--- src/rtl/core/oaat_pkg.sv ---
// Package for the one-at-a-time hash index block: item types, states, ALU codes, constants.
package oaat_pkg;

  localparam int unsigned HASH_W      = 64;
  localparam int unsigned BYTE_W      = 8;
  localparam int unsigned SIZE_W      = 32;
  localparam int unsigned SHAMT_W     = 4;
  localparam int unsigned DIV_STEPS   = HASH_W;
  localparam int unsigned DIV_CNT_W   = $clog2(DIV_STEPS);

  localparam logic [SHAMT_W-1:0] MIX_LEFT    = SHAMT_W'(10);
  localparam logic [SHAMT_W-1:0] MIX_RIGHT   = SHAMT_W'(6);
  localparam logic [SHAMT_W-1:0] FIN_LEFT_A  = SHAMT_W'(3);
  localparam logic [SHAMT_W-1:0] FIN_RIGHT   = SHAMT_W'(11);
  localparam logic [SHAMT_W-1:0] FIN_LEFT_B  = SHAMT_W'(15);

  localparam logic [SIZE_W-1:0] TABLE_SIZE_RESET = SIZE_W'(1);

  typedef struct packed {
    logic [BYTE_W-1:0] key_byte;
    logic              byte_valid;
    logic              last_byte;
  } in_item_t;

  typedef struct packed {
    logic [SIZE_W-1:0] bucket_index;
    logic              size_error;
  } out_item_t;

  typedef enum logic [3:0] {
    ST_IDLE,
    ST_MIX_SHL,
    ST_MIX_SHR,
    ST_FIN_A,
    ST_FIN_R,
    ST_FIN_B,
    ST_DIV,
    ST_DONE
  } state_t;

  typedef enum logic [1:0] {
    OP_PASS,
    OP_ADD_BYTE,
    OP_ADD_SHL,
    OP_XOR_SHR
  } alu_op_t;

endpackage

--- src/rtl/core/one_at_a_time_hash_index.sv ---
// Top level: one-at-a-time hash over a byte stream, reduced modulo a configured table size.
//
// Usage: feed the key one byte per item on in_valid/in_ready. byte_valid marks a byte that
// belongs to the key; last_byte ends the key and yields one result on out_valid/out_ready:
// bucket_index = hash % table_size, or size_error with index 0 when table_size is zero.
// Other items give no result. table_size is written through cfg_valid/cfg_ready/cfg_data
// (always ready); write it only while the block is idle, which the block does not enforce.
// Sequencing: all work runs through one 64-bit add/xor/shift unit and one 32-bit
// compare-subtract stage under a small sequencer, and in_ready is low while it runs.
// A valid non-last byte is accepted with the add, then takes two mixing steps; an
// invalid non-last byte is only accepted. A last item runs the same steps for its byte,
// if any, then three finalize steps, 64 restoring-division steps and a load of the output
// register, which waits while the previous result is still held; with a zero table size
// the division is skipped.
// A result waiting in the output register does not block mixing of the next key; only
// the next result waits until the receiver takes the previous one.
// Reset (rst, synchronous) clears the accumulator, returns to idle, drops any pending
// result and sets table_size to 1.
module one_at_a_time_hash_index
  import oaat_pkg::*;
(
  input  logic              clk,
  input  logic              rst,
  input  logic              in_valid,
  output logic              in_ready,
  input  in_item_t          in_data,
  output logic              out_valid,
  input  logic              out_ready,
  output out_item_t         out_data,
  input  logic              cfg_valid,
  output logic              cfg_ready,
  input  logic [SIZE_W-1:0] cfg_data
);

  state_t                state, state_next;
  logic [HASH_W-1:0]     acc, acc_next;
  logic [SIZE_W-1:0]     rem, rem_next;
  logic [DIV_CNT_W-1:0]  count;
  logic [SIZE_W-1:0]     table_size;
  logic                  last_r;

  alu_op_t               alu_op;
  logic [SHAMT_W-1:0]    shamt;
  logic [HASH_W-1:0]     alu_operand;
  logic [HASH_W-1:0]     alu_result;

  logic [SIZE_W:0]       rem_shift;
  logic [SIZE_W+1:0]     rem_diff;

  logic                  in_fire;
  logic                  out_free;

  assign in_ready  = (state == ST_IDLE);
  assign cfg_ready = 1'b1;
  assign in_fire   = in_valid && in_ready;
  assign out_free  = !out_valid || out_ready;

  // Shared mixing unit.
  always_comb begin
    case (alu_op)
      OP_ADD_BYTE: alu_operand = {{(HASH_W-BYTE_W){1'b0}}, in_data.key_byte};
      OP_ADD_SHL:  alu_operand = acc << shamt;
      OP_XOR_SHR:  alu_operand = acc >> shamt;
      default:     alu_operand = '0;
    endcase
    if (alu_op == OP_XOR_SHR) begin
      alu_result = acc ^ alu_operand;
    end else begin
      alu_result = acc + alu_operand;
    end
  end

  // Restoring division step.
  assign rem_shift = {rem, acc[HASH_W-1]};
  assign rem_diff  = {1'b0, rem_shift} - {2'b00, table_size};

  // Next state.
  always_comb begin
    state_next = state;
    case (state)
      ST_IDLE: begin
        if (in_fire) begin
          if (in_data.byte_valid) begin
            state_next = ST_MIX_SHL;
          end else if (in_data.last_byte) begin
            state_next = ST_FIN_A;
          end
        end
      end
      ST_MIX_SHL: state_next = ST_MIX_SHR;
      ST_MIX_SHR: state_next = last_r ? ST_FIN_A : ST_IDLE;
      ST_FIN_A:   state_next = ST_FIN_R;
      ST_FIN_R:   state_next = ST_FIN_B;
      ST_FIN_B:   state_next = (table_size == '0) ? ST_DONE : ST_DIV;
      ST_DIV: begin
        if (count == DIV_CNT_W'(DIV_STEPS - 1)) begin
          state_next = ST_DONE;
        end
      end
      ST_DONE: begin
        if (out_free) begin
          state_next = ST_IDLE;
        end
      end
      default: state_next = ST_IDLE;
    endcase
  end

  // Unit control and datapath next values.
  always_comb begin
    alu_op   = OP_PASS;
    shamt    = '0;
    acc_next = acc;
    rem_next = rem;
    case (state)
      ST_IDLE: begin
        alu_op = OP_ADD_BYTE;
        if (in_fire && in_data.byte_valid) begin
          acc_next = alu_result;
        end
      end
      ST_MIX_SHL: begin
        alu_op   = OP_ADD_SHL;
        shamt    = MIX_LEFT;
        acc_next = alu_result;
      end
      ST_MIX_SHR: begin
        alu_op   = OP_XOR_SHR;
        shamt    = MIX_RIGHT;
        acc_next = alu_result;
      end
      ST_FIN_A: begin
        alu_op   = OP_ADD_SHL;
        shamt    = FIN_LEFT_A;
        acc_next = alu_result;
      end
      ST_FIN_R: begin
        alu_op   = OP_XOR_SHR;
        shamt    = FIN_RIGHT;
        acc_next = alu_result;
      end
      ST_FIN_B: begin
        alu_op   = OP_ADD_SHL;
        shamt    = FIN_LEFT_B;
        acc_next = alu_result;
        rem_next = '0;
      end
      ST_DIV: begin
        acc_next = acc << 1;
        if (!rem_diff[SIZE_W+1]) begin
          rem_next = rem_diff[SIZE_W-1:0];
        end else begin
          rem_next = rem_shift[SIZE_W-1:0];
        end
      end
      ST_DONE: begin
        if (out_free) begin
          acc_next = '0;
        end
      end
      default: begin
        acc_next = '0;
      end
    endcase
  end

  always_ff @(posedge clk) begin
    if (rst) begin
      state      <= ST_IDLE;
      acc        <= '0;
      count      <= '0;
      last_r     <= 1'b0;
      table_size <= TABLE_SIZE_RESET;
      out_valid  <= 1'b0;
    end else begin
      state <= state_next;
      acc   <= acc_next;
      if (cfg_valid && cfg_ready) begin
        table_size <= cfg_data;
      end
      if (in_fire) begin
        last_r <= in_data.last_byte;
      end
      if (state == ST_DIV) begin
        count <= count + DIV_CNT_W'(1);
      end else begin
        count <= '0;
      end
      if (state == ST_DONE && out_free) begin
        out_valid <= 1'b1;
      end else if (out_ready) begin
        out_valid <= 1'b0;
      end
    end
  end

  always_ff @(posedge clk) begin
    rem <= rem_next;
    if (state == ST_DONE && out_free) begin
      out_data.size_error   <= (table_size == '0);
      out_data.bucket_index <= (table_size == '0) ? '0 : rem;
    end
  end

  a_div_nonzero: assert property (@(posedge clk) disable iff (rst)
    (state == ST_DIV) |-> (table_size != '0))
    else $error("division running with zero table size");

  a_err_index_zero: assert property (@(posedge clk) disable iff (rst)
    (out_valid && out_data.size_error) |-> (out_data.bucket_index == '0))
    else $error("size error result carries nonzero index");

  a_index_range: assert property (@(posedge clk) disable iff (rst)
    (out_valid && !out_data.size_error) |-> (out_data.bucket_index < table_size))
    else $error("bucket index not below table size");

  a_empty_last: assert property (@(posedge clk) disable iff (rst)
    (in_fire && in_data.last_byte && !in_data.byte_valid) |=> (state == ST_FIN_A))
    else $error("last item without byte did not go to finalize");

  a_clear_after_key: assert property (@(posedge clk) disable iff (rst)
    (state == ST_DONE && out_free) |=> (acc == '0 && out_valid))
    else $error("accumulator not cleared or result not loaded");

endmodule
--- config.mk ---
export PLATFORM = sky130hd
export DESIGN_NAME = one_at_a_time_hash_index
export DESIGN_NICKNAME = d
export VERILOG_FILES = /design/src/rtl/core/oaat_pkg.sv /design/src/rtl/core/one_at_a_time_hash_index.sv
export SDC_FILE = /design/constraint.sdc
export NUM_CORES = 1
export LEC_CHECK = 0
export BUFFER_PORTS_ARGS = -buffer_cell sky130_fd_sc_hd__buf_2
export CAP_MARGIN = 5
export CORE_AREA = 8 8 197 199
export CTS_CLUSTER_SIZE = 8
export DETAILED_ROUTE_END_ITERATION = 6
export DIE_AREA = 0 0 205 207
export PLACE_DENSITY = 0.66
export SLEW_MARGIN = 20
export SYNTH_ARGS = -nofsm -noshare
export SYNTH_HDL_FRONTEND = slang
export SYNTH_SLANG_ARGS = --single-unit
--- constraint.sdc ---
create_clock -name clk -period 12.7 [get_ports clk]
set_clock_uncertainty 0.15 [all_clocks]
set_input_delay 2.54 -clock clk [delete_from_list [all_inputs] [get_ports clk]]
set_output_delay 2.54 -clock clk [all_outputs]
set_load 0.005 [all_outputs]
== Word-level counts from Yosys, hierarchy flattened ==
Cells that the tools add are included.

* Shifts and indexed selects: 2
* Reductions and logical operators: 15
* Add/sub/neg operators: 3
* Muxes and demuxes: 19
* Eq/ne operators: 16
* Bitwise operators: 2

{| class="wikitable"
|+ Operators with widths
! kind !! number
|-
| $pmux 64 s4 || 1
|-
| $mux 64 || 3
|-
| $pmux 64 s3 || 1
|-
| $add 64x64->64 || 1
|-
| $pmux 32 s2 || 1
|-
| $shl 64x4->64 || 1
|-
| $shr 64x4->64 || 1
|-
| $xor 64x64->64 || 1
|-
| $sub 33x32->34 || 1
|-
| $logic_not 32->1 || 1
|-
| $mux 32 || 1
|-
| $pmux 4 s8 || 1
|-
| $mux 4 || 5
|-
| $pmux 4 s5 || 1
|-
| $eq 4x3->1 const B || 4
|-
| $eq 4x2->1 const B || 2
|-
| $add 6x1->6 const B || 1
|-
| $eq 6x6->1 const B || 1
|-
| $pmux 2 s3 || 1
|-
| $reduce_or 5->1 || 1
|-
| $eq 2x2->1 const B || 2
|-
| $eq 4x1->1 const B || 1
|-
| $logic_not 4->1 || 1
|-
| $ne 2x1->1 const B || 2
|-
| 14 further kinds || 21
|}

* Register bits: 173
* Bits of input ports: 47

== Depth between registers and ports, before layout ==
* Depth in word-level cells: 9
* Gate-level depth with buffers: 25

== Worst setup path before layout ==
No wires, ideal clock.

* Path kind: input -> register
* Start point: in out_ready
* End point: reg out_data[0] (netlist name) (enable)
* Path slack: 7069 ps
* Cell stages on the path: 2
* Arrival: 5012 ps
* Buffers on the path: 0
* Setup time: 469 ps
* Cell sequence: nor2b_1 nor3_1

* Longest elaborated chain between the ends: 2

{| class="wikitable"
|+ RTL lines
! item !! RTL line !! RTL
|-
| start, declared || one_at_a_time_hash_index.sv:28 || <nowiki>input logic out_ready,</nowiki>
|-
| $logic_or 1x1->1 || one_at_a_time_hash_index.sv:56 || <nowiki>assign out_free = !out_valid || out_ready;</nowiki>
|-
| $logic_and 1x1->1 || one_at_a_time_hash_index.sv:199 || <nowiki>if (state == ST_DONE && out_free) begin</nowiki>
|-
| end, declared || one_at_a_time_hash_index.sv:29 || <nowiki>output out_item_t out_data,</nowiki>
|}

Every way passes these cells.
A chain may end at the register's enable or synchronous reset.

== Final worst setup path ==
* Start point: reg state[0]
* End point: reg acc[60]

* Longest elaborated chain between the ends: 9
* Elaborated cells on any way between the ends: 29

{| class="wikitable"
|+ RTL lines
! item !! RTL line !! RTL
|-
| start, declared || one_at_a_time_hash_index.sv:35 || <nowiki>state_t state, state_next;</nowiki>
|-
| start signal, assigned || one_at_a_time_hash_index.sv:176 || <nowiki>state <= state_next;</nowiki>
|-
| branches (longest 9 deep; another with $add 64x64->64) || n/a ||
|-
| end signal, assigned || one_at_a_time_hash_index.sv:177 || <nowiki>acc <= acc_next;</nowiki>
|-
| end, declared || one_at_a_time_hash_index.sv:36 || <nowiki>logic [HASH_W-1:0] acc, acc_next;</nowiki>
|}

Several ways; the timed one is not identified. The select of a mux whose other input is x is not followed.

==> impl_metrics.yaml <==
min_path:
  min_path_cells: 1
  hold_class: "flip-flop to flip-flop"
  holdPathEnd: "count[0]$_SDFF_PP0_"
  holdCritStartpoint: "count[0]$_SDFF_PP0_"
floorplanning:
  initial_core_util: 0.489
  fp-row-count: 70
  die_area_sq_um: 42400
  die_w_um: 205
  design.core.area_sq_um: 35900
  ios: 83
  die_y_um: 207
synth:
  synth_common_cells: "333 x nor2_1, 273 x a21oi_1, 220 x nand2_1"
  synth_largest_area_cell: "dfxtp_1"
  yosysTopAreaCellShare: 0.122
  synth-edff-count: 65
  yosys_warnings: 0
  synth_cells: 2481
  synth_fp_nets: 2626
  ys_seq_area_frac: 0.233
  synthFlopType: "dfxtp_1"
  syn-cell-area_sq_um: 17500
  synth.area.top_cells: "dfxtp_1 12%, edfxtp_1 11%, a21oi_1 7.8%, nor2_1 7.1%, ha_1 6.8%"
  yosysMostFrequentCell: "nor2_1"
  ys_async_sr_fraction: 0
  synth.avg_cell_area_sq_um: 7.07
  yosysUniqueCellTypes: 88
  yosys_register_bits: 172
routing:
  wirelength_mm: 65.3
  vias: 19500
  drc: 0
  vias_per_cell: 6.73
  wl_per_cell_um: 22.5
  ant_nets: 0
  first_pass_iters: 6
  drt_iter0_drc: 2483
power:
  p_leak_nw: 7.05
  clkPwrFrac: 0.134
  comb_power_share: 0.625
  switching_share: 0.552
  power.density_nw_per_um2: 214
  p_int_w: 0.00179
  vdd_drop_max_mv: 0.141
  p_sw_w: 0.00220
  power_frac_seq: 0.242
placed_design:
  gp_congestion: 0.990
  dp_hpwl_mm: 45.8
  place_area_sq_um: 18100
  placed_cells_incl_taps: 2867
  dp_slack_ps: 5760
  port_buffers: 81
clocking:
  clock-sinks: 172
  postCtsHoldBufs: 0
  clk_pin_slew_ps: 70
  cts_buffer_depth: 2
  ctsResizeCount: 0
  clock_latency_ps: 460
  post_cts_buffers: 0
  cts_tree: "built"
  cts_made_buffers: 17
  cts-root-buf: "clkbuf_16"
  htree_levels: 4
sta:
  fin_crit_sh: 0.573
  drv_slew: 0
  timing.setup.tns_ps: 0
  fmax_mhz: 137
  fin_crit_ps: 7280
  tightest_slew_ps: 987
  rsz0062_at_grt: "false"
  timing.hold.ws_ps: 332
  setup_viol: 0
  fin_ws_ps: 5420
  slew_headroom: 0.342
  finalHoldViolCount: 0
worst_setup_path:
  crit_start: "state[0]$_SDFFE_PP0P_"
  worstRegToRegCells: 22
  rr_endpoint: "acc[60]$_SDFFE_PP0P_"
  r2r-start: "state[0]$_SDFFE_PP0P_"
  cp.required_ps: 12890
  cp_max_fo: 90
  rrSetupSlack_ps: 5420
  start_kind: "flip-flop"
  cp_data_arrival_time_ps: 7470
  end_kind: "flip-flop"
  crit_type: "flip-flop to flip-flop"
global_route:
  grt_max_degree: 98
  grt_usage: 0.297
  overflow: 0
  grt_pass1_vias: 18000
  grt_pass1_wl_mm: 102
  antenna_found_initial: 0
cells_and_area:
  final_cells: 2899
  n_antenna_cell: 0
  syn_to_final_growth_pct: 6.21
  drive_above_1_share: 0.0819
  stdcell_area_sq_um: 18600
  nets: 2563
status:
  outcome: "finished clean"
run:
  cap_viol_max_count: 0
## placed cells by master, fill, tap and decap left out, types with 16 or more instances in the layout
cell	synthesis	final
nor2_1	333	327
a21oi_1	273	270
nand2_1	220	218
o21ai_0	199	199
nor3_1	128	126
dfxtp_1	107	104
ha_1	96	96
buf_2	26	81
inv_1	66	65
edfxtp_1	65	65
mux2i_1	61	61
a21o_1	57	57
nor2b_1	50	50
nand3_1	46	46
o22ai_1	45	45
o31ai_1	40	40
a22oi_1	37	37
buf_4	4	36
xnor2_1	35	35
a211oi_1	31	31
nand2b_1	26	26
nand4_1	23	23
o211ai_1	22	22
xor2_1	21	21
o21bai_1	18	18
or3_1	17	17
a31oi_1	17	17
clkbuf_16	0	17
nor4_1	16	16
## layout make-up
| cell class | count | area (sq um) |
|---|---|---|
| Inverter | 67 | 254 |
| Multi-Input combinational cell | 2043 | 12400 |
| Fill cell | 3568 | 17300 |
| Clock buffer | 19 | 433 |
| Sequential cell | 172 | 4110 |
| Tap cell | 468 | 586 |
| Clock inverter | 13 | 134 |
| Timing Repair Buffer | 117 | 676 |
## per-stage QoR
stage | power (W) | utilization
2_1_floorplan | 0.00263 | -
3_3_place_gp | 0.00333 | 0.503
3_5_place_dp | 0.00335 | 0.503
4_1_cts | 0.00389 | 0.519
5_1_grt | 0.00422 | 0.519
6_report | 0.00399 | 0.519
## metal layers
metal	global-route usage	wire [um]	up-vias	part of all wire
li1	-	-	9028	-
met1	0.404	27100	9114	0.41
met2	0.454	28700	1197	0.44
met3	0.0612	7210	172	0.11
met4	0.120	2310	0	0.035
met5	0	0	-	0
## power groups by stage
stage,Combinational [W],Sequential [W],Clock (W)
final,0.00249,0.000963,0.000534
after global routing,0.00270,0.000963,0.000558
after CTS,0.00241,0.000938,0.000543
after detailed placement,0.00240,0.000951,0
after global placement,0.00238,0.000950,0
after floorplan,0.00185,0.000776,0
## cells by family (layout without fill, tap and decap cells)
family | count (synthesis) | in the layout | synth area share
DFF | 172 | 172 | 0.233
adders and majority gates | 107 | 107 | 0.0759
and+or+nand+nor | 919 | 919 | 0.240
AOI/OAI and AO/OA | 896 | 896 | 0.324
other | 1 | 1 | 0.000214
buffers and inverters | 266 | 216 | 0.0605
muxes | 64 | 64 | 0.0380
xor gates and xnor gates | 56 | 56 | 0.0280
## critical path, stage by stage, from the launching register on
cell and delay (ps):
dfxtp_4 330, buf_4 400, inv_4 840, buf_4 650
nand2_1 420, o21ai_2 370, buf_4 340, nor2_1 90
nor3_1 250, a21oi_1 70, o22ai_1 270, ha_1 390
a21o_1 210, a21oi_1 280, o21ai_0 160, a21oi_1 220
o21ai_0 120, a21oi_1 320, o21ai_1 190, a21boi_0 500
o21ai_0 230, mux2i_1 210, a21oi_1 100
## state kept, by name, indices dropped and copies added, names as in the netlist
name	flops
acc	64
out_data	33
rem	32
table_size	32
count	6
state	3
last_r	1
out_valid	1
## how the worst max path moves through the flow
stage	cells after the start	slack [ps]	to
floorplan	2	7070	out_data[0]$_DFFE_PP_
global placement	22	5830	acc[60]$_SDFFE_PP0P_
detailed placement	22	5760	acc[60]$_SDFFE_PP0P_
CTS	22	5710	acc[60]$_SDFFE_PP0P_
global route	22	5110	acc[60]$_SDFFE_PP0P_
finish	22	5420	acc[60]$_SDFFE_PP0P_
(Power assumes the default switching activity.)
